### config.mk
export PLATFORM = sky130hd
export DESIGN_NAME = tcp_tx_segmenter
export DESIGN_NICKNAME = d
export VERILOG_FILES = /design/src/tcs_pkg.sv /design/src/tcp_tx_segmenter.sv /design/src/tcs_core.sv
export SDC_FILE = /design/constraint.sdc
export NUM_CORES = 1
export LEC_CHECK = 0
export BUFFER_PORTS_ARGS = -buffer_cell sky130_fd_sc_hd__buf_4
export CAP_MARGIN = 0
export CORE_ASPECT_RATIO = 0.75
export CORE_MARGIN = 3
export CORE_UTILIZATION = 46
export CTS_BUF_LIST = sky130_fd_sc_hd__clkbuf_4 sky130_fd_sc_hd__clkbuf_8 sky130_fd_sc_hd__clkbuf_16
export CTS_CLUSTER_DIAMETER = 100
export DETAILED_ROUTE_END_ITERATION = 12
export PLACE_DENSITY = 0.66
export RECOVER_POWER = 50
export SYNTH_ARGS = -nofsm -noshare
export SYNTH_HDL_FRONTEND = slang
export SYNTH_HIERARCHICAL = 1
export SYNTH_SLANG_ARGS = --single-unit
export TNS_END_PERCENT = 100
### constraint.sdc
create_clock -name i_clk -period 23.6 [get_ports i_clk]
set_input_delay 2.36 -clock i_clk [delete_from_list [all_inputs] [get_ports i_clk]]
set_output_delay 2.36 -clock i_clk [all_outputs]
set_load 0.005 [all_outputs]
### src/tcs_pkg.sv
// Package: shared constants, codes and item types of the TCP transmit segmenter.
package tcs_pkg;

    localparam int WORD_BYTES = 8;
    localparam int DATA_W     = WORD_BYTES * 8;
    localparam int KEEP_W     = WORD_BYTES;
    localparam int DEST_W     = 8;
    localparam int SESS_W     = 16;
    localparam int LEN_W      = 16;
    localparam int BYTES_W    = 32;
    localparam int CNT_W      = 14;

    // ceil(len / WORD_BYTES) through a reciprocal; exact for len below 2^16
    localparam int RECIP_SH = 24;
    localparam int QIN_W    = LEN_W + 1;
    localparam int PROD_W   = QIN_W + RECIP_SH;
    localparam logic [RECIP_SH-1:0] RECIP =
        RECIP_SH'(((1 << RECIP_SH) + WORD_BYTES - 1) / WORD_BYTES);

    localparam logic [1:0] KIND_CMD    = 2'd0;
    localparam logic [1:0] KIND_STATUS = 2'd1;
    localparam logic [1:0] KIND_DATA   = 2'd2;

    localparam logic [1:0] ERR_OK     = 2'd0;
    localparam logic [1:0] ERR_CLOSED = 2'd1;

    localparam logic OUT_META = 1'b0;
    localparam logic OUT_WORD = 1'b1;

    typedef enum logic [2:0] {
        PH_IDLE   = 3'b001,
        PH_STATUS = 3'b010,
        PH_WORDS  = 3'b100
    } t_phase;

    typedef struct packed {
        logic [1:0]         kind;
        logic [SESS_W-1:0]  session_id;
        logic [BYTES_W-1:0] total_bytes;
        logic [BYTES_W-1:0] max_words;
        logic [LEN_W-1:0]   status_length;
        logic [1:0]         status_error;
        logic [DATA_W-1:0]  in_data;
        logic [KEEP_W-1:0]  in_keep;
        logic [DEST_W-1:0]  in_dest;
    } t_in_item;

    typedef struct packed {
        logic               out_kind;
        logic [SESS_W-1:0]  meta_session;
        logic [LEN_W-1:0]   meta_length;
        logic [DATA_W-1:0]  out_data;
        logic [KEEP_W-1:0]  out_keep;
        logic [DEST_W-1:0]  out_dest;
        logic               out_last;
    } t_out_item;

endpackage

### src/tcp_tx_segmenter.sv
// Top level: TCP transmit segmenter with input and result registers around the core.
//
// The block takes one transaction per cycle on the input channel while the
// result side does not stall, and gives at most one result per input: a
// command opens a transfer and asks for the first packet of
// min(limit*WORD_BYTES, total) bytes, an accepted transmit status books its
// length and asks for the next packet (full or the remainder, none after the
// last), a retry status asks again for the same length, and payload words are
// forwarded with the last word of each packet marked. Items whose kind does not
// suit the current phase are dropped without a result. Each transaction passes
// through the input register and then the result register, and the state
// update in the core keeps up with that rate. Back-pressure on the result side
// stalls both registers.
module tcp_tx_segmenter
    import tcs_pkg::*;
(
    input  logic               i_clk,
    input  logic               i_rst_n,

    input  logic               i_in_valid,
    output logic               o_in_ready,
    input  logic [1:0]         i_kind,
    input  logic [SESS_W-1:0]  i_session_id,
    input  logic [BYTES_W-1:0] i_total_bytes,
    input  logic [BYTES_W-1:0] i_max_words,
    input  logic [LEN_W-1:0]   i_status_length,
    input  logic [1:0]         i_status_error,
    input  logic [DATA_W-1:0]  i_in_data,
    input  logic [KEEP_W-1:0]  i_in_keep,
    input  logic [DEST_W-1:0]  i_in_dest,

    output logic               o_out_valid,
    input  logic               i_out_ready,
    output logic               o_out_kind,
    output logic [SESS_W-1:0]  o_meta_session,
    output logic [LEN_W-1:0]   o_meta_length,
    output logic [DATA_W-1:0]  o_out_data,
    output logic [KEEP_W-1:0]  o_out_keep,
    output logic [DEST_W-1:0]  o_out_dest,
    output logic               o_out_last
);

    logic      r_in_valid;
    t_in_item  r_in;
    logic      r_out_valid;
    t_out_item r_out;

    logic      w_adv;
    logic      w_fire;
    logic      w_res_valid;
    t_out_item w_res;

    // advance the pipeline whenever the result register is free or being drained
    assign w_adv      = !r_out_valid || i_out_ready;
    assign w_fire     = r_in_valid && w_adv;
    assign o_in_ready = !r_in_valid || w_adv;

    // register the incoming transaction
    always_ff @(posedge i_clk) begin
        if (!i_rst_n) begin
            r_in_valid <= 1'b0;
        end else if (o_in_ready) begin
            r_in_valid <= i_in_valid;
        end
    end

    always_ff @(posedge i_clk) begin
        if (o_in_ready && i_in_valid) begin
            r_in.kind          <= i_kind;
            r_in.session_id    <= i_session_id;
            r_in.total_bytes   <= i_total_bytes;
            r_in.max_words     <= i_max_words;
            r_in.status_length <= i_status_length;
            r_in.status_error  <= i_status_error;
            r_in.in_data       <= i_in_data;
            r_in.in_keep       <= i_in_keep;
            r_in.in_dest       <= i_in_dest;
        end
    end

    tcs_core u_core (
        .i_clk       (i_clk),
        .i_rst_n     (i_rst_n),
        .i_fire      (w_fire),
        .i_item      (r_in),
        .o_res_valid (w_res_valid),
        .o_res       (w_res)
    );

    // capture the result; a dropped item leaves the register empty
    always_ff @(posedge i_clk) begin
        if (!i_rst_n) begin
            r_out_valid <= 1'b0;
        end else if (w_adv) begin
            r_out_valid <= w_fire && w_res_valid;
        end
    end

    always_ff @(posedge i_clk) begin
        if (w_adv) begin
            r_out <= w_res;
        end
    end

    assign o_out_valid    = r_out_valid;
    assign o_out_kind     = r_out.out_kind;
    assign o_meta_session = r_out.meta_session;
    assign o_meta_length  = r_out.meta_length;
    assign o_out_data     = r_out.out_data;
    assign o_out_keep     = r_out.out_keep;
    assign o_out_dest     = r_out.out_dest;
    assign o_out_last     = r_out.out_last;

endmodule

### src/tcs_core.sv
// Segmenter core: transfer state registers and the per-transaction decision logic.
module tcs_core
    import tcs_pkg::*;
(
    input  logic      i_clk,
    input  logic      i_rst_n,
    input  logic      i_fire,
    input  t_in_item  i_item,
    output logic      o_res_valid,
    output t_out_item o_res
);

    t_phase             r_phase, n_phase;
    logic [SESS_W-1:0]  r_session, n_session;
    logic [BYTES_W-1:0] r_total, n_total;
    logic [BYTES_W-1:0] r_full, n_full;
    logic [BYTES_W-1:0] r_sent, n_sent;
    logic [CNT_W-1:0]   r_pw, n_pw;
    logic [CNT_W-1:0]   r_wc, n_wc;

    logic [BYTES_W-1:0] w_cmd_full;
    logic [BYTES_W-1:0] w_sum;
    logic [BYTES_W-1:0] w_sum_full;
    logic [BYTES_W-1:0] w_rest;
    logic [QIN_W-1:0]   w_qin;
    logic [PROD_W-1:0]  w_prod;
    logic [CNT_W-1:0]   w_pkt_words;
    logic [CNT_W-1:0]   w_wc_inc;
    logic               w_last;

    assign w_cmd_full  = BYTES_W'(i_item.max_words * BYTES_W'(WORD_BYTES));
    assign w_sum       = r_sent + BYTES_W'(i_item.status_length);
    assign w_sum_full  = w_sum + r_full;
    assign w_rest      = r_total - w_sum;
    assign w_qin       = QIN_W'(i_item.status_length) + QIN_W'(WORD_BYTES - 1);
    assign w_prod      = PROD_W'(w_qin) * PROD_W'(RECIP);
    assign w_pkt_words = w_prod[RECIP_SH +: CNT_W];
    assign w_wc_inc    = r_wc + CNT_W'(1);
    assign w_last      = (w_wc_inc >= r_pw);

    always_comb begin
        n_phase     = r_phase;
        n_session   = r_session;
        n_total     = r_total;
        n_full      = r_full;
        n_sent      = r_sent;
        n_pw        = r_pw;
        n_wc        = r_wc;
        o_res_valid = 1'b0;
        o_res       = '0;
        case (r_phase)
            PH_IDLE: begin
                if (i_item.kind == KIND_CMD) begin
                    n_session          = i_item.session_id;
                    n_total            = i_item.total_bytes;
                    n_full             = w_cmd_full;
                    o_res_valid        = 1'b1;
                    o_res.out_kind     = OUT_META;
                    o_res.meta_session = i_item.session_id;
                    o_res.meta_length  = (w_cmd_full > i_item.total_bytes) ?
                                         i_item.total_bytes[LEN_W-1:0] :
                                         w_cmd_full[LEN_W-1:0];
                    n_phase            = PH_STATUS;
                end
            end
            PH_STATUS: begin
                if (i_item.kind == KIND_STATUS) begin
                    n_session = i_item.session_id;
                    n_pw      = w_pkt_words;
                    o_res.out_kind     = OUT_META;
                    o_res.meta_session = i_item.session_id;
                    if (i_item.status_error == ERR_OK) begin
                        n_sent  = w_sum;
                        n_phase = PH_WORDS;
                        if (w_sum < r_total) begin
                            o_res_valid       = 1'b1;
                            o_res.meta_length = (w_sum_full < r_total) ?
                                                r_full[LEN_W-1:0] :
                                                w_rest[LEN_W-1:0];
                        end
                    end else if (i_item.status_error != ERR_CLOSED) begin
                        // retry: ask again for the length that the status carries
                        o_res_valid       = 1'b1;
                        o_res.meta_length = i_item.status_length;
                    end
                end
            end
            PH_WORDS: begin
                if (i_item.kind == KIND_DATA) begin
                    o_res_valid    = 1'b1;
                    o_res.out_kind = OUT_WORD;
                    o_res.out_data = i_item.in_data;
                    o_res.out_keep = i_item.in_keep;
                    o_res.out_dest = i_item.in_dest;
                    o_res.out_last = w_last;
                    if (w_last) begin
                        n_wc = '0;
                        if (r_sent >= r_total) begin
                            n_sent  = '0;
                            n_pw    = '0;
                            n_phase = PH_IDLE;
                        end else begin
                            n_phase = PH_STATUS;
                        end
                    end else begin
                        n_wc = w_wc_inc;
                    end
                end
            end
            default: begin
                n_phase = PH_IDLE;
            end
        endcase
    end

    always_ff @(posedge i_clk) begin
        if (!i_rst_n) begin
            r_phase <= PH_IDLE;
            r_sent  <= '0;
            r_pw    <= '0;
            r_wc    <= '0;
        end else if (i_fire) begin
            r_phase <= n_phase;
            r_sent  <= n_sent;
            r_pw    <= n_pw;
            r_wc    <= n_wc;
        end
    end

    always_ff @(posedge i_clk) begin
        if (i_fire) begin
            r_session <= n_session;
            r_total   <= n_total;
            r_full    <= n_full;
        end
    end

endmodule

==> insert_results.sql, run 1 <==
INSERT INTO impl_metrics (metric_group, metric, value, unit) VALUES
('layout', 'fin_util', '56.50', '%'),
('critical_path', 'worst-path-max-fanout', '14', ''),
('placement', 'place.gp.congestion', '0.8843', ''),
('die', 'placement_rows', '67', ''),
('die', 'die_y', '192.6', 'um'),
('critical_path', 'cp_top_family', 'compound AO/OA/AOI/OAI gates', ''),
('timing', 'finalCriticalPeriod', '7.650', 'ns'),
('layout', 'area_growth_syn_to_layout', '19.74', '%'),
('timing', 'finalMaxSlewViolations', '183', ''),
('layout', 'layout.cells.most_common_list', 'sky130_fd_sc_hd__edfxtp_1 (352), sky130_fd_sc_hd__ha_1 (197), sky130_fd_sc_hd__clkbuf_4 (190), sky130_fd_sc_hd__inv_1 (122), sky130_fd_sc_hd__buf_4 (117)', ''),
('run_status', 'run_status', 'finished, violations left', ''),
('grt', 'grtUsageTotal', '21.04', '%'),
('synth', 'synthesis.area', '21360', 'um2'),
('layout', 'fillers', '3747', ''),
('drt', 'number_of_search_and_repair_iterations_in_the_first_detailed_routing_pass', '5', ''),
('layout', 'final_common_cell', 'sky130_fd_sc_hd__edfxtp_1', ''),
('grt', 'grt_max_degree', '84', ''),
('synth', 'syn_area_per_cell', '12.16', 'um2'),
('critical_path', 'cpMaxStageDelayCell', 'sky130_fd_sc_hd__o31a_1', ''),
('critical_path', 'register_to_register_setup_slack', '15.95', 'ns'),
('grt', 'grt_pass1_vias', '14320', ''),
('placement', 'dpl_worst_slack', '16.19', 'ns'),
('cts', 'post-cts-setup-buffer-count', '0', ''),
('layout', 'layout.area.seq', '11870', 'um2'),
('layout', 'multi_input_area', '8836', 'um2'),
('critical_path', 'worst_setup_path_start_kind', 'flop', ''),
('pwr', 'power_density', '65.02', 'nW/um2'),
('placement', 'place.port_buffers', '296', ''),
('cts', 'cts.reportedPaths.clkPinSlew', '0.06', 'ns'),
('cts', 'buffer_depth_of_the_longest_clock_path', '3', ''),
('timing', 'setup_viol_count_final', '0', ''),
('drt', 'dr.first_iter.drc_count', '1158', ''),
('pwr', 'power_leakage', '11.08', 'nW'),
('timing', 'min_period_over_period', '32.41', '%'),
('critical_path', 'critPathKind', 'reg2reg', ''),
('timing', 'setup_ws', '15.95', 'ns'),
('drt', 'vias', '14730', ''),
('timing', 'tightest_slew', '3.006', 'ns'),
('cts', 'cts.sink_count', '417', ''),
('critical_path', 'timing.critical_path.arrival', '7.92', 'ns'),
('grt', 'grt_overflow_total', '0', ''),
('timing', 'max_freq', '130.7', 'MHz'),
('die', 'die_area', '49080', 'um2'),
('drt', 'postRouteAntennaNets', '0', ''),
('placement', 'dp.final_hpwl', '39.08', 'mm'),
('drt', 'avgRoutedWirePerCell', '19.40', 'um'),
('die', 'initial_utilization', '47.18', '%'),
('pwr', 'vdd.ir_drop.worst', '0.00005389', 'V'),
('drt', 'total_routed_length', '52.14', 'mm'),
('cts', 'clkLatencyLatePin', '0.56', 'ns'),
('cts', 'cts_repair_resize_count', '0', ''),
('cts', 'tritoncts_clock_tree', 'built', ''),
('timing', 'rsz0062_at_grt', 'no', ''),
('run', 'max_cap_viol_count', '3', ''),
('synth', 'synth_net_count', '2141', ''),
('grt', 'grt_pass1_wl', '79.84', 'mm'),
('critical_path', 'worstSetupEndpointType', 'flop', ''),
('timing', 'fin_worst_skew', '0.01384', 'ns'),
('timing', 'timing.max_slew.rel_slack', '-100.4', '%'),
('synth', 'yosysWarningCount', '6', ''),
('critical_path', 'cpPeakStageDelay', '0.47', 'ns'),
('cts', 'clock_tree_root', 'sky130_fd_sc_hd__clkbuf_16', ''),
('synth', 'netlist_instances', '1757', ''),
('layout', 'final_layout_size_suffix_gt1_share', '18.98', '%'),
('drt', 'vias_per_cell', '5.480', ''),
('die', 'design.core.area', '45270', 'um2'),
('cts', 'cts-htree-levels', '2', ''),
('hold_path', 'hold_path.class', 'reg2reg', ''),
('critical_path', 'worstPathBufferInverterCount', '1', ''),
('timing', 'setup_tns', '0', 'ns'),
('critical_path', 'cp_common_cell', 'sky130_fd_sc_hd__o21ai_0', ''),
('layout', 'antenna_cells', '0', ''),
('die', 'ioPinCount', '300', ''),
('die', 'floorplan.die.width', '254.8', 'um'),
('cts', 'number_of_buffers_added_by_the_clock_tree_synthesis_step', '42', ''),
('critical_path', 'required_time_reported_for_the_critical_path_endpoint', '23.87', 'ns'),
('grt', 'antenna_found_initial', '0', ''),
('layout', 'finalNetCount', '2453', ''),
('run_status', 'violations', 'capacitance limit, slew limit', ''),
('cts', 'ctsHoldBuffers', '0', ''),
('drt', 'drc_errors', '0', ''),
('timing', 'final-hold-violation-count', '0', '');
[power by group]
| part | internal [mW] | total, mW | switching [mW] | leakage, nW |
|---|---|---|---|---|
| clock | 0.398 | 0.676 | 0.278 | 0.701 |
| combinational | 0.0661 | 0.142 | 0.0763 | 6.19 |
| sequential | 0.829 | 0.844 | 0.0158 | 4.20 |
| total | 1.29 | 1.66 | 0.370 | 11.1 |
[per-layer routing]
layer  up-vias  global-route usage (%)  wire length (um)
met1      7056                   32.65             25880
met3        69                   4.325              3528
met2       458                   29.73             21750
met4         0                   5.565               975
li1       7147                       -                 -
met5         -                       0                 0
[state kept, by name, indices dropped and copies added (netlist names)]
register / cells
r_in: 177
o_out_data: 64
u_core/r_sent: 32
u_core/r_total: 32
u_core/r_full: 29
o_meta_length: 16
o_meta_session: 16
u_core/r_pw: 14
u_core/r_wc: 14
o_out_dest: 8
o_out_keep: 8
u_core/r_phase: 3
o_out_kind: 1
o_out_last: 1
o_out_valid: 1
r_in_valid: 1
[final timing paths]
kind,cells past startpoint,to,from
worst max-delay path,27,o_meta_length[12]$_DFFE_PP_,r_in[82]$_DFFE_PP_
worst min-delay path,0,u_core/r_total[28]$_DFFE_PP_,r_in[158]$_DFFE_PP_
worst max register to register,27,o_meta_length[12]$_DFFE_PP_,r_in[82]$_DFFE_PP_
worst min register to register,0,u_core/r_total[28]$_DFFE_PP_,r_in[158]$_DFFE_PP_
[cell type report]
type,instances,share of cell area (%)
clock buffers,55,4.609
clock inverters,22,0.8953
inverters,123,1.810
multi-input cells,1179,34.55
flip-flops and latches,417,46.42
well taps,586,2.867
repair buffers,306,8.850
[per-stage QoR]
step / power [mW] / cell area [um2] / cells / hold WS (ns)
after detailed placement: 1.003 / 24230 / 2611 / 0.4386
after floorplan: 0.9444 / 21360 / 1757 / 0.4264
after CTS: 1.684 / 25630 / 2688 / 0.4371
after global placement: 0.9980 / 24230 / 2611 / 0.4396
final: 1.663 / 25570 / 2688 / 0.4428
after global routing: 1.730 / 25570 / 2688 / 0.4557
No activity file was read; power rests on OpenSTA's default activity.
==> inputs of run 2 (changes only) <==
--- a/config.mk
+++ b/config.mk
@@ -13,7 +13,7 @@
 export CTS_BUF_LIST = sky130_fd_sc_hd__clkbuf_4 sky130_fd_sc_hd__clkbuf_8 sky130_fd_sc_hd__clkbuf_16
 export CTS_CLUSTER_DIAMETER = 100
 export DETAILED_ROUTE_END_ITERATION = 12
-export PLACE_DENSITY = 0.66
+export PLACE_DENSITY = 0.69
 export RECOVER_POWER = 50
 export SYNTH_ARGS = -nofsm -noshare
 export SYNTH_HDL_FRONTEND = slang
==> constraint.sdc (replaced) <==
create_clock -name i_clk -period 6.95 [get_ports i_clk]
set_input_delay 0.695 -clock i_clk [delete_from_list [all_inputs] [get_ports i_clk]]
set_output_delay 0.695 -clock i_clk [all_outputs]
set_load 0.005 [all_outputs]
==> run 2 against run 1 <==
The flow still finishes with violations (capacitance limit, slew limit). Power grew to 3.3 times the previous value. First-iteration DRC count is 15% lower. Via count is 0.73% higher. Final cell count is 0.67% higher. Critical endpoint is now o_meta_length[2]$_DFFE_PP_. Die area stayed put. Non-clock buffer count is 18 higher. Global-route usage is 0.059 points lower. Count of clock-buffer cells in the layout is 4 lower. Fmax is 16% higher.
==> insert_results.sql, run 2 (synthesis gave the netlist of run 1 again) <==
INSERT INTO impl_metrics (metric_group, metric, value, unit) VALUES
('timing', 'tightest_slew', '3.711', 'ns'),
('cts', 'tritoncts_clock_tree', 'built', ''),
('layout', 'antenna_cells', '0', ''),
('cts', 'ctsHoldBuffers', '0', ''),
('cts', 'cts-htree-levels', '2', ''),
('critical_path', 'worstRegToRegCells', '29', ''),
('die', 'die_y', '192.6', 'um'),
('grt', 'grt_overflow_total', '0', ''),
('timing', 'rsz0062_at_grt', 'no', ''),
('run_status', 'violations', 'capacitance limit, slew limit', ''),
('run_status', 'run_status', 'finished, violations left', ''),
('critical_path', 'register_to_register_setup_slack', '0.33', 'ns'),
('die', 'design.core.area', '45270', 'um2'),
('drt', 'postRouteAntennaNets', '0', ''),
('pwr', 'total_power', '5.522', 'mW'),
('critical_path', 'required_time_reported_for_the_critical_path_endpoint', '7.33', 'ns'),
('hold_path', 'worst_hold_path.endpoint', 'r_in[82]$_DFFE_PP_', ''),
('timing', 'fin_worst_skew', '0.02378', 'ns'),
('cts', 'number_of_buffers_added_by_the_clock_tree_synthesis_step', '42', ''),
('critical_path', 'critical_path.reg2reg.endpoint', 'o_meta_length[2]$_DFFE_PP_', ''),
('layout', 'final_common_cell', 'sky130_fd_sc_hd__edfxtp_1', ''),
('layout', 'final_layout_size_suffix_gt1_share', '18.82', '%'),
('critical_path', 'cpPeakStageDelay', '0.44', 'ns'),
('timing', 'setup_tns', '0', 'ns'),
('hold_path', 'min-delay-start', 'i_status_length[0]', ''),
('grt', 'grt_pass1_vias', '14480', ''),
('die', 'floorplan.die.width', '254.8', 'um'),
('critical_path', 'critPathKind', 'reg2reg', ''),
('drt', 'drc_errors', '0', ''),
('placement', 'place.detailed.instances', '2629', ''),
('grt', 'grt_max_degree', '84', ''),
('placement', 'cell_area_after_placement', '24380', 'um2'),
('die', 'placement_rows', '67', ''),
('cts', 'clock_tree_root', 'sky130_fd_sc_hd__clkbuf_16', ''),
('hold_path', 'min_path_cells', '1', ''),
('pwr', 'vdd.ir_drop.worst', '0.0001888', 'V'),
('timing', 'finalCriticalPeriod', '6.617', 'ns'),
('placement', 'place.gp.congestion', '0.9251', ''),
('layout', 'largest_register_ff_count', '177', ''),
('critical_path', 'critical_path.reg2reg.startpoint', 'r_in[82]$_DFFE_PP_', ''),
('timing', 'max_freq', '151.1', 'MHz'),
('cts', 'cts.reportedPaths.clkPinSlew', '0.06', 'ns'),
('timing', 'setup_viol_count_final', '0', ''),
('die', 'ioPinCount', '300', ''),
('critical_path', 'worst-path-max-fanout', '14', ''),
('run', 'max_cap_viol_count', '3', ''),
('layout', 'finalNetCount', '2471', ''),
('layout', 'final_design_area_no_fill', '25590', 'um2'),
('critical_path', 'worst_setup_path_start_kind', 'flop', ''),
('pwr', 'power_leakage', '11.07', 'nW'),
('hold_path', 'hold_path.class', 'in2reg', ''),
('cts', 'cts.sink_count', '417', ''),
('die', 'die_area', '49080', 'um2'),
('timing', 'finalMaxSlewViolations', '167', ''),
('layout', 'area_growth_syn_to_layout', '19.81', '%'),
('cts', 'buffer_depth_of_the_longest_clock_path', '3', ''),
('layout', 'layout.cells.most_common_list', 'sky130_fd_sc_hd__edfxtp_1 (352), sky130_fd_sc_hd__clkbuf_4 (242), sky130_fd_sc_hd__ha_1 (197), sky130_fd_sc_hd__inv_1 (122), sky130_fd_sc_hd__and2_1 (98)', ''),
('layout', 'fillers', '3817', ''),
('die', 'initial_utilization', '47.18', '%'),
('pwr', 'power_density', '215.8', 'nW/um2'),
('grt', 'antenna_found_initial', '1', ''),
('layout', 'finalNonFillerCells', '2706', ''),
('timing', 'min_period_over_period', '95.20', '%'),
('critical_path', 'worstSetupEndpointType', 'flop', ''),
('drt', 'avgRoutedWirePerCell', '19.30', 'um'),
('cts', 'clkLatencyLatePin', '0.55', 'ns'),
('timing', 'timing.max_slew.rel_slack', '-147.4', '%'),
('layout', 'top_register', 'r_in', ''),
('drt', 'dr.first_iter.drc_count', '984', ''),
('critical_path', 'cpMaxStageDelayCell', 'sky130_fd_sc_hd__edfxtp_1', ''),
('critical_path', 'timing.critical_path.arrival', '6.99', 'ns'),
('drt', 'vias', '14840', ''),
('placement', 'place.port_buffers', '296', ''),
('grt', 'grtUsageTotal', '20.98', '%'),
('drt', 'number_of_search_and_repair_iterations_in_the_first_detailed_routing_pass', '5', ''),
('placement', 'dp.final_hpwl', '39.50', 'mm'),
('drt', 'total_routed_length', '52.21', 'mm'),
('timing', 'final-hold-violation-count', '0', ''),
('timing', 'hold_ws', '0.3391', 'ns'),
('grt', 'grt_pass1_wl', '79.87', 'mm'),
('drt', 'vias_per_cell', '5.483', '');
==> run 2: cell types whose count changed in the layout (fill, tap and decap cells not counted), moves of 3 or more <==
cell	previous run	this run
sky130_fd_sc_hd__clkbuf_4	190	242
sky130_fd_sc_hd__buf_4	117	58
sky130_fd_sc_hd__a21boi_0	20	17
sky130_fd_sc_hd__o21ai_0	79	76
sky130_fd_sc_hd__clkbuf_1	9	32
sky130_fd_sc_hd__o21ai_1	3	6
sky130_fd_sc_hd__and2_1	37	98
sky130_fd_sc_hd__and2_0	68	7
==> run 2: cell type report <==
| class | count | area (um2) | area share [%] |
|---|---|---|---|
| inverter | 123 | 462.9 | 1.809 |
| sequential | 417 | 11870 | 46.39 |
| multi-input combinational | 1179 | 8884 | 34.72 |
| clock inverter | 26 | 195.2 | 0.7628 |
| clock buffer | 51 | 1119 | 4.371 |
| timing repair buffer | 324 | 2325 | 9.085 |
| tap | 586 | 733.2 | 2.865 |
==> run 2: power breakdown <==
| group | internal (mW) | leakage (nW) | switching (mW) |
|---|---|---|---|
| Sequential | 2.82 | 4.20 | 0.0520 |
| Clock | 1.23 | 0.655 | 0.936 |
| Combinational | 0.229 | 6.22 | 0.263 |
| Total | 4.27 | 11.1 | 1.25 |
==> run 2: routing by layer <==
| metal | share of wire, % | track usage [%] | wire length (um) | vias up |
|---|---|---|---|---|
| met5 | 0.025 | 0 | 13 | - |
| met4 | 1.2 | 3.703 | 641 | 2 |
| met3 | 8.1 | 4.931 | 4239 | 52 |
| met2 | 42 | 30.38 | 22010 | 486 |
| met1 | 48 | 32.27 | 25300 | 7110 |
| li1 | - | - | - | 7188 |
==> run 2: what timing repair did <==
action,in CTS,in global routing
hold endpoints to repair,0,0
endpoints found under the setup margin,0,16
setup buffers,0,0
resized for setup,0,10
==> run 2: worst max-delay path by stage <==
stage / start / to / slack (ns)
2_1_floorplan: i_out_ready / r_in[0]$_DFFE_PP_ / 0.99
3_3_place_gp: r_in[82]$_DFFE_PP_ / o_meta_length[2]$_DFFE_PP_ / 0.47
4_1_cts: r_in[82]$_DFFE_PP_ / o_meta_length[2]$_DFFE_PP_ / 0.27
5_1_grt: r_in[82]$_DFFE_PP_ / o_meta_length[0]$_DFFE_PP_ / 0.001
6_report: r_in[82]$_DFFE_PP_ / o_meta_length[2]$_DFFE_PP_ / 0.33
3_5_place_dp: r_in[82]$_DFFE_PP_ / o_meta_length[2]$_DFFE_PP_ / 0.33
==> run 2: metrics by stage <==
stage / worst slack, ns / util [%]
floorplan: 0.9947 / -
global placement: 0.4658 / 53.85
detailed placement: 0.3307 / 53.85
CTS: 0.2723 / 56.75
global route: 0.001184 / 56.53
finish: 0.3335 / 56.53
==> run 2: worst max-delay path: cells and delay by family (launching register included) <==
family,cells,cell delay (ns)
compound gates,14,2.74
fa+ha+maj,4,1.34
simple gates,6,1.10
buf+inv,3,0.51
flops,1,0.44
xor+xnor,2,0.27
